===== src/tdm_pkg.sv =====
// Package: shared constants, types and helper functions of the tile deduplicator.
`default_nettype none
package tdm_pkg;
  localparam int unsigned MaxTiles   = 512;
  localparam int unsigned TileRows   = 8;
  localparam int unsigned TileCols   = 8;
  localparam int unsigned MaxColours = 16;
  localparam int unsigned IdxW       = $clog2(MaxTiles);
  localparam int unsigned CntW       = $clog2(MaxTiles + 1);
  localparam int unsigned RowW       = (TileRows > 1) ? $clog2(TileRows) : 1;
  localparam int unsigned AddrW      = $clog2(MaxTiles * TileRows);
  localparam int unsigned NumCells   = 4;

  localparam logic [15:0] FlagHflip   = 16'h0200;
  localparam logic [15:0] FlagVflip   = 16'h0400;
  localparam logic [15:0] FlagSprite  = 16'h0800;
  localparam logic [15:0] FlagInFront = 16'h1000;

  localparam logic [2:0] RegRemoveDup = 3'd0;
  localparam logic [2:0] RegMirror    = 3'd1;
  localparam logic [2:0] RegOffset    = 3'd2;
  localparam logic [2:0] RegSprite    = 3'd3;
  localparam logic [2:0] RegInFront   = 3'd4;

  typedef logic [TileCols*8-1:0] row_t;

  // row travelling down the cell chain
  typedef struct packed {
    logic            vld;
    logic [RowW-1:0] row;
    row_t            data;
  } beat_t;

  function automatic row_t clamp_row(row_t r);
    row_t res;
    res = '0;
    for (int x = 0; x < TileCols; x++) begin
      if (r[8*x +: 8] < 8'(MaxColours)) res[8*x +: 8] = r[8*x +: 8];
    end
    return res;
  endfunction

  function automatic row_t mirror_row(row_t r);
    row_t res;
    res = '0;
    for (int x = 0; x < TileCols; x++) begin
      res[8*(TileCols-1-x) +: 8] = r[8*x +: 8];
    end
    return res;
  endfunction
endpackage
`default_nettype wire


===== src/tdm_cell.sv =====
// Compare cell: checks one orientation of the candidate against streamed stored rows.
`default_nettype none
module tdm_cell (
  input  wire logic                 clk_i,
  input  wire logic                 rst_ni,
  input  wire logic                 clear_i,
  input  wire tdm_pkg::row_t        cand_i,
  input  wire tdm_pkg::beat_t       beat_i,
  output tdm_pkg::beat_t            beat_o,
  output logic                      tile_eq_o
);
  import tdm_pkg::*;
  logic ok_q, ok_d;
  logic vld_q;
  logic [RowW-1:0] row_q;
  row_t data_q;

  always_comb begin
    ok_d = ok_q;
    if (beat_i.vld) begin
      if (beat_i.row == '0) ok_d = (beat_i.data == cand_i);
      else ok_d = ok_q && (beat_i.data == cand_i);
    end
  end

  always_ff @(posedge clk_i or negedge rst_ni) begin
    if (!rst_ni) begin
      ok_q  <= 1'b0;
      vld_q <= 1'b0;
    end else begin
      ok_q  <= clear_i ? 1'b0 : ok_d;
      vld_q <= clear_i ? 1'b0 : beat_i.vld;
    end
  end

  always_ff @(posedge clk_i) begin
    row_q  <= beat_i.row;
    data_q <= beat_i.data;
  end

  assign beat_o    = {vld_q, row_q, data_q};
  assign tile_eq_o = ok_q && vld_q && (row_q == RowW'(TileRows - 1));
endmodule
`default_nettype wire


===== config.mk =====
export PLATFORM = sky130hd
export DESIGN_NAME = tdm_cell
export DESIGN_NICKNAME = d
export VERILOG_FILES = /design/src/tdm_pkg.sv /design/src/tdm_cell.sv
export SDC_FILE = /design/constraint.sdc
export NUM_CORES = 1
export LEC_CHECK = 0
export BUFFER_PORTS_ARGS = -buffer_cell sky130_fd_sc_hd__buf_2
export CAP_MARGIN = 10
export CORE_ASPECT_RATIO = 0.5
export CORE_MARGIN = 2
export CORE_UTILIZATION = 32
export DETAILED_ROUTE_END_ITERATION = 10
export PLACE_DENSITY = 0.74
export SKIP_LAST_GASP = 1
export SYNTH_ARGS = -nofsm -noshare
export SYNTH_HDL_FRONTEND = slang
export SYNTH_SLANG_ARGS = --single-unit

===== constraint.sdc =====
create_clock -name clk_i -period 0.9 [get_ports clk_i]
set_clock_uncertainty 0.05 [all_clocks]
set_input_delay 0.09 -clock clk_i [delete_from_list [all_inputs] [get_ports clk_i]]
set_output_delay 0.09 -clock clk_i [all_outputs]
set_load 0.03 [all_outputs]

## Word level (Yosys, flattened, before mapping)

Index checks and enable logic that the tools add are counted.

| word-level totals | value |
|---|---|
| output and inout port bits | 69 |
| latch bits | 0 |
| bits in writable memories | 0 |
| input port bits | 135 |
| ROM bits | 0 |
| bits in registers | 69 |
| word-level logic and storage cells | 15 |
| memories kept | 0 |

| cells by class | value |
|---|---|
| shift operators | 0 |
| add/subtract/negate cells | 0 |
| equality and inequality tests | 2 |
| divide/modulo/power cells | 0 |
| order comparisons | 0 |
| bitwise logic cells | 0 |
| multiplexer cells | 4 |
| multipliers | 0 |
| reductions and logical operators | 5 |

Operators by type and width:

| cell | count |
|---|---|
| $eq A64 B64 Y1 | 1 |
| $mux W1 | 4 |
| $eq A3 B3 Y1 const B | 1 |
| $logic_and A1 B1 Y1 | 3 |
| $logic_not A3 Y1 | 1 |
| $reduce_bool A2 Y1 | 1 |

## Longest topological paths before layout

Gate-level depths: netlist of run 1.

| logic depth | value |
|---|---|
| depth in word-level cells | 5 |
| mapped depth | 5 |
| depth with buffers taken out | 5 |

## Worst setup path before layout of run 1

Ideal clock, no wire load.

| path | value |
|---|---|
| path type | flip-flop to output port |
| from | register row_q[0] |
| to | output tile_eq_o |
| buffers on the path | 0 |
| arrival | 1.010 ns |
| data required time | 0.760 ns |
| path slack | -0.250 ns |
| stages on the path, launching flop included | 3 |
| cells stage by stage | dfxtp_1 -> nand3_1 -> nor2_1 |

| on the way | value |
|---|---|
| word-level cells in the longest chain between the ends | 2 |

RTL lines:

| item | RTL line | RTL |
|---|---|---|
| start, declared | tdm_cell.sv:15 | `logic [RowW-1:0] row_q;` |
| start signal, assigned | tdm_cell.sv:37 | `row_q <= beat_i.row;` |
| $eq A3 B3 Y1 | tdm_cell.sv:42 | `assign tile_eq_o = ok_q && vld_q && (row_q == RowW'(TileRows - 1));` |
| $logic_and A1 B1 Y1 | tdm_cell.sv:42 |  |
| end, declared | tdm_cell.sv:10 | `output logic tile_eq_o` |

Every way passes these cells.

## Worst setup path after layout of run 1

| path | value |
|---|---|
| from | register ok_q |
| to | output tile_eq_o |

| on the way | value |
|---|---|
| word-level cells in the longest chain between the ends | 2 |

RTL lines:

| item | RTL line | RTL |
|---|---|---|
| start, declared | tdm_cell.sv:13 | `logic ok_q, ok_d;` |
| start signal, assigned | tdm_cell.sv:31 | `ok_q <= clear_i ? 1'b0 : ok_d;` |
| $logic_and A1 B1 Y1 (2 in series) | tdm_cell.sv:42 |  |

Every way passes these cells.

==> run metrics, run 1 <==
vias in the first global route 2993; htree depth 3; number of I/O port buffers 203; top cell type by total area after synthesis dfxtp_1; sequential fraction of the synthesis area 0.642; Starting Density 0.327; clock slew at reported path FFs 0.06 ns; Net Count, Synth 308; root buf cell clkbuf_16; clk buf depth 2; cells on worst reg2reg path 5; routed wire length 9.20 mm; Max Clock Freq 779 MHz; number of max-cap violations 0; Multi-input gate area 751 um2; Routed Antenna Nets 0; Comb power frac 0.197; Final Util 0.771; clock sinks 69; Clock Power Share 0.429; share of cells above drive strength 1 0.648; Nets 624; global-route usage over all layers 0.252; DR vias 2581; # IOs 204; crit path kind reg -> out; P per Cell Area 1750 nW/um2; crit path capture type output pin; TritonCTS clock tree built; Synth top cells by count 67 x dfxtp_1, 46 x xnor2_1, 11 x nand4_1; Post-synth ARST share 0.0290; switching share of power 0.239; grt ovf 0; Post-Syn Area per Cell 12.5 um2; DR DRC count 0; Final setup viols 62; floorplan row count 21; first-pass GRT wire length 14.4 mm; Synth Instances 173; antenna diode count 0; Fin. Hold Viols 0; GP Congestion 0.828; RSZ-0062 raised after global routing true; Ys Warns 0; CP max FO 2; initial antenna violation count 0; Period minus WS final 1.28 ns; r2r endpoint ok_q; RR Startpoint ok_q; CTS Buf Count 9; switching power total 2130 uW; max_slew headroom 0.721; setup ws final -0.383 ns; top-count cell post-synth dfxtp_1; GR Util met2 0.484; Max Slew Vio Count 0; r2r setup slk -0.33 ns; Post-DP HPWL 5.70 mm; top post-synthesis cells by area dfxtp_1 62%, xnor2_1 19%, xor2_1 3.2%, nand4_1 3.2%, dfrtp_1 2.3%; Die Y 62.2 um; Top Usage Layer GRT met2; Int Pwr 6780 uW; number of fill cells 446; drt first pass iters 4; EDFF count, synth 0; flops & latches, synth 69; Synth Cell Area 2170 um2; count of cell types in the netlist 21; die area 7490 um2; Min Hold Slack 0.0663 ns; pre-CTS setup slack -0.504 ns; clk_lat worst skew 0.32 ns; Core ar. 6620 um2; failing checks negative setup slack; Pleak 0.00237 uW; Yosys top cell area share 0.619; CP arrival 1.14 ns; die width 120 um; Peak supply drop 0.00138 V; outcome finished with violations; met1 Track Usage GR 0.235; grt met3 use 0.0699; Seq pwr share 0.374; Critical Path Source Type flop; Synth Flop Type dfxtp_1; required time of the worst setup path 0.76 ns; sequential cell area 1480 um2; type of the most critical hold path in -> async; Routed WL per cell 15.7 um; final period utilization 1.43; Layout area overhead 136%; slew at the pin closest to its max-slew limit 0.415 ns; largest net degree at the start of global routing 12; total power 8910 uW; drt via density 4.40; initial DRC count 106
-- cell families (layout without fill, tap and decap cells) --
| family | count (synthesis) | in the layout | share of synthesized area |
|---|---|---|---|
| compound gates | 12 | 12 | 0.0456 |
| buf+inv | 11 | 332 | 0.0208 |
| flops | 69 | 69 | 0.642 |
| xor+xnor | 54 | 54 | 0.218 |
| simple gates | 27 | 27 | 0.0733 |
-- how the worst max path moves through the flow --
stage,from,to,slack (ns)
after global routing,ok_q,tile_eq_o,-0.41
final,ok_q,tile_eq_o,-0.38
after CTS,ok_q,tile_eq_o,-0.35
after floorplan,cand_i[41],ok_q,-0.16
after global placement,cand_i[44],ok_q,-0.50
after detailed placement,cand_i[44],ok_q,-0.50
-- power by group through the flow --
stage / Sequential [uW] / Clock, uW / Combinational [uW]
floorplan: 3660 / 0 / 279
global placement: 3320 / 0 / 1260
detailed placement: 3330 / 0 / 1270
CTS: 3330 / 3870 / 1690
global route: 3350 / 4040 / 1850
finish: 3340 / 3820 / 1750
-- layer usage --
layer  wire, um  vias to the layer above
li1           -                     1219
met1       3180                     1216
met2       5150                      103
met3        427                       43
met4        447                        0
met5          0                        -
-- through the flow --
| stage | TNS (ns) | std cells | instance area (um2) |
|---|---|---|---|
| after floorplan | -0.297 | 173 | 2170 |
| after global placement | -0.538 | 497 | 3520 |
| after detailed placement | -0.555 | 497 | 3520 |
| after CTS | -2.04 | 585 | 5070 |
| after global routing | -3.22 | 586 | 5100 |
| final | -1.63 | 586 | 5100 |
-- cell type report --
cell class              instances  share of cell area
repair buffers                306               0.469
flip-flops and latches         69               0.290
multi-input cells              93               0.147
clock buffers                  12              0.0503
well taps                      92              0.0226
clock inverters                 4              0.0137
inverters                      10             0.00735
-- flip-flops by register name, summed over array words and instances (netlist names) --
register / flops
row_q: 3
vld_q: 1
data_q: 64
ok_q: 1
-- critical path: stages (launching register included) --
cell	delay, ns
dfrtp_1	0.38
buf_6	0.13
nand3_4	0.06
nor2_4	0.11
buf_6	0.13
-- placed cells by master (no fill, tap or decap), drive strengths merged --
master / instances
nor2: 2
nand3: 3
xor2: 8
nand2: 2
nor2b: 1
o211ai: 1
dfxtp: 67
nor3: 2
a221o: 3
o21ai: 1
nor4: 6
o2bb2ai: 2
inv: 10
o221ai: 2
dlygate4sd3: 71
clkbuf: 12
bufinv: 2
clkinv: 2
dfrtp: 2
o22ai: 2
xnor2: 46
nand4: 11
a22o: 1
buf: 235
-- what timing repair did --
item,in CTS,in global routing
hold buffers,71,0
buffers inserted,1,1
resized for setup,203,5
pin swaps,0,1
hold endpoints to repair,70,0
setup endpoints to repair,70,70
Note: power is estimated with default switching activity, not from simulation.
==> inputs of run 2 (changes only) <==
--- a/config.mk
+++ b/config.mk
@@ -11,6 +11,7 @@
 export CORE_MARGIN = 2
 export CORE_UTILIZATION = 32
 export DETAILED_ROUTE_END_ITERATION = 10
+export HOLD_SLACK_MARGIN = 0.1
 export PLACE_DENSITY = 0.74
 export SKIP_LAST_GASP = 1
 export SYNTH_ARGS = -nofsm -noshare
==> run 2 against run 1 <==
The run still ends with negative setup slack left. Final area grew 0.20%. Fmax grew 0.85%. Worst hold slack gained 0.11 ns. Register-to-register slack is essentially flat. Cell count grew 0.17%. Combinational power is essentially flat. Total power is essentially flat. Critical endpoint unchanged.
==> run metrics, run 2 (synthesis results as in run 1) <==
outcome finished with violations; failing checks negative setup slack; vias in the first global route 2928 (-2.2%); max_slew headroom 0.736 (+0.0154); most frequent cells in the layout 135 x buf_2, 72 x dlygate4sd3_1, 69 x buf_6; Comb power frac 0.197 (about the same); die width 120 um (unchanged); initial antenna violation count 0 (unchanged); Clock Power Share 0.428 (about the same); number of flip-flops in the largest register 64 (unchanged); floorplan row count 21 (unchanged); Routed WL per cell 15.6 um (-0.53%); total power 8910 uW (about the same); drt first pass iters 4 (unchanged); Max Slew Vio Count 0 (unchanged); P per Cell Area 1740 nW/um2 (-0.23%); Period minus WS final 1.27 ns (-0.0108 ns); Final Cell Area 5110 um2 (+0.20%); switching power total 2120 uW (-0.27%); grt ovf 0 (unchanged); crit path capture type output pin; biggest regs data_q x64, row_q x3; # IOs 204 (unchanged); DR vias 2552 (-1.1%); CP arrival 1.13 ns (about the same); global-route usage over all layers 0.251 (-0.000934); Die Y 62.2 um (unchanged); Pleak 0.00238 uW (+0.18%); Peak supply drop 0.00139 V (+0.42%); crit path kind reg -> out; drt via density 4.35 (-1.3%); Layout area overhead 136%; Routed Antenna Nets 0 (unchanged); clk_lat worst skew 0.32 ns (about the same); Cell Count Post-Placement 497 (unchanged); dpl cell area 3520 um2 (unchanged); Critical Path Source Type flop; htree depth 3 (unchanged); number of I/O port buffers 203 (unchanged); clk buf depth 2 (unchanged); share of cells above drive strength 1 0.646 (-0.00131); final period utilization 1.41 (-0.0120); die area 7490 um2 (unchanged); Core ar. 6620 um2 (unchanged); antenna diode count 0 (unchanged); Starting Density 0.327 (unchanged); routed wire length 9.17 mm (-0.36%); root buf cell clkbuf_16; slew at the pin closest to its max-slew limit 0.392 ns (-0.0228 ns); GP Congestion 0.828 (unchanged); CP max FO 2 (unchanged); required time of the worst setup path 0.76 ns (about the same); RSZ-0062 raised after global routing true; Min Hold Slack 0.181 ns (+0.114 ns); Seq pwr share 0.375 (about the same); most common library cell in the layout ignoring fill and taps buf_2; Top reg by flops data_q; initial DRC count 135 (+27%); clock sinks 69 (unchanged); Fin. Hold Viols 0 (unchanged); Int Pwr 6790 uW (about the same); CTS Buf Count 9 (unchanged); Non-Filler Instances 587 (+0.17%); number of fill cells 447 (+0.22%); largest net degree at the start of global routing 12 (unchanged); type of the most critical hold path in -> reg; DR DRC count 0 (unchanged); Post-DP HPWL 5.70 mm (unchanged); clock slew at reported path FFs 0.06 ns (about the same); sequential cell area 1480 um2 (unchanged); TritonCTS clock tree built; setup ws final -0.373 ns (+0.0108 ns); Max Clock Freq 786 MHz (+0.85%); first-pass GRT wire length 14.3 mm (-0.72%); Multi-input gate area 751 um2 (unchanged); switching share of power 0.238 (-0.000560); Final setup viols 60 (-3.2%); Nets 625 (+0.16%); number of max-cap violations 0 (unchanged)
[run 2: changes by cell type in the layout (fill, tap and decap cells not counted), sizes merged]
cell and delta:
dlygate4sd3 +1
[run 2: worst max-delay path, cell delays in order (launching register included)]
cell and delay (ns):
dfrtp_1 0.38, buf_6 0.12, nand3_4 0.06, nor2_4 0.11, buf_6 0.13
[run 2: cell type report]
cell class | instances | share of cell area
clock buffer | 12 | 0.0502
sequential | 69 | 0.289
timing repair buffer | 307 | 0.471
inverter | 10 | 0.00734
clock inverter | 4 | 0.0137
tap | 92 | 0.0225
multi-input combinational | 93 | 0.147
[run 2: stage by stage]
stage	worst slack, ns	utilization	setup TNS [ns]
after floorplan	-0.162	-	-0.297
after global placement	-0.497	0.531	-0.538
after detailed placement	-0.504	0.531	-0.555
after CTS	-0.349	0.768	-2.04
after global routing	-0.411	0.772	-3.15
final	-0.373	0.772	-1.63
[run 2: worst paths after layout]
check,startpoint,endpoint,slack (ns),depth (start not counted)
setup reg to reg,ok_q,ok_q,-0.34,5
max in group asynchronous,rst_ni,vld_q,0.02,3
min in group asynchronous,rst_ni,ok_q,0.63,3
hold / removal,beat_i[51],ok_q,0.18,5
hold reg to reg,ok_q,ok_q,0.65,3
setup / recovery,ok_q,tile_eq_o,-0.37,4
[run 2: power groups by stage]
stage	Sequential [uW]	Clock [uW]	Combinational [uW]
CTS	3330	3870	1700
global route	3350	4020	1850
global placement	3320	0	1260
detailed placement	3330	0	1270
floorplan	3660	0	279
finish	3340	3810	1760
[run 2: timing repair]
| item | in CTS | in global routing |
|---|---|---|
| pin swaps | 0 | 1 |
| buffers inserted | 1 | 1 |
| endpoints found under the hold margin | 71 | 0 |
| hold buffers | 72 | 0 |
| resized for setup | 203 | 5 |
| gates cloned | 0 | 0 |
| endpoints found under the setup margin | 70 | 70 |
[run 2: per-layer routing]
metal | track usage | wire [um] | vias up
met5 | 0 | 0 | -
met4 | 0.121 | 306 | 0
met3 | 0.0616 | 426 | 29
met2 | 0.496 | 5180 | 87
met1 | 0.243 | 3260 | 1217
li1 | - | - | 1219
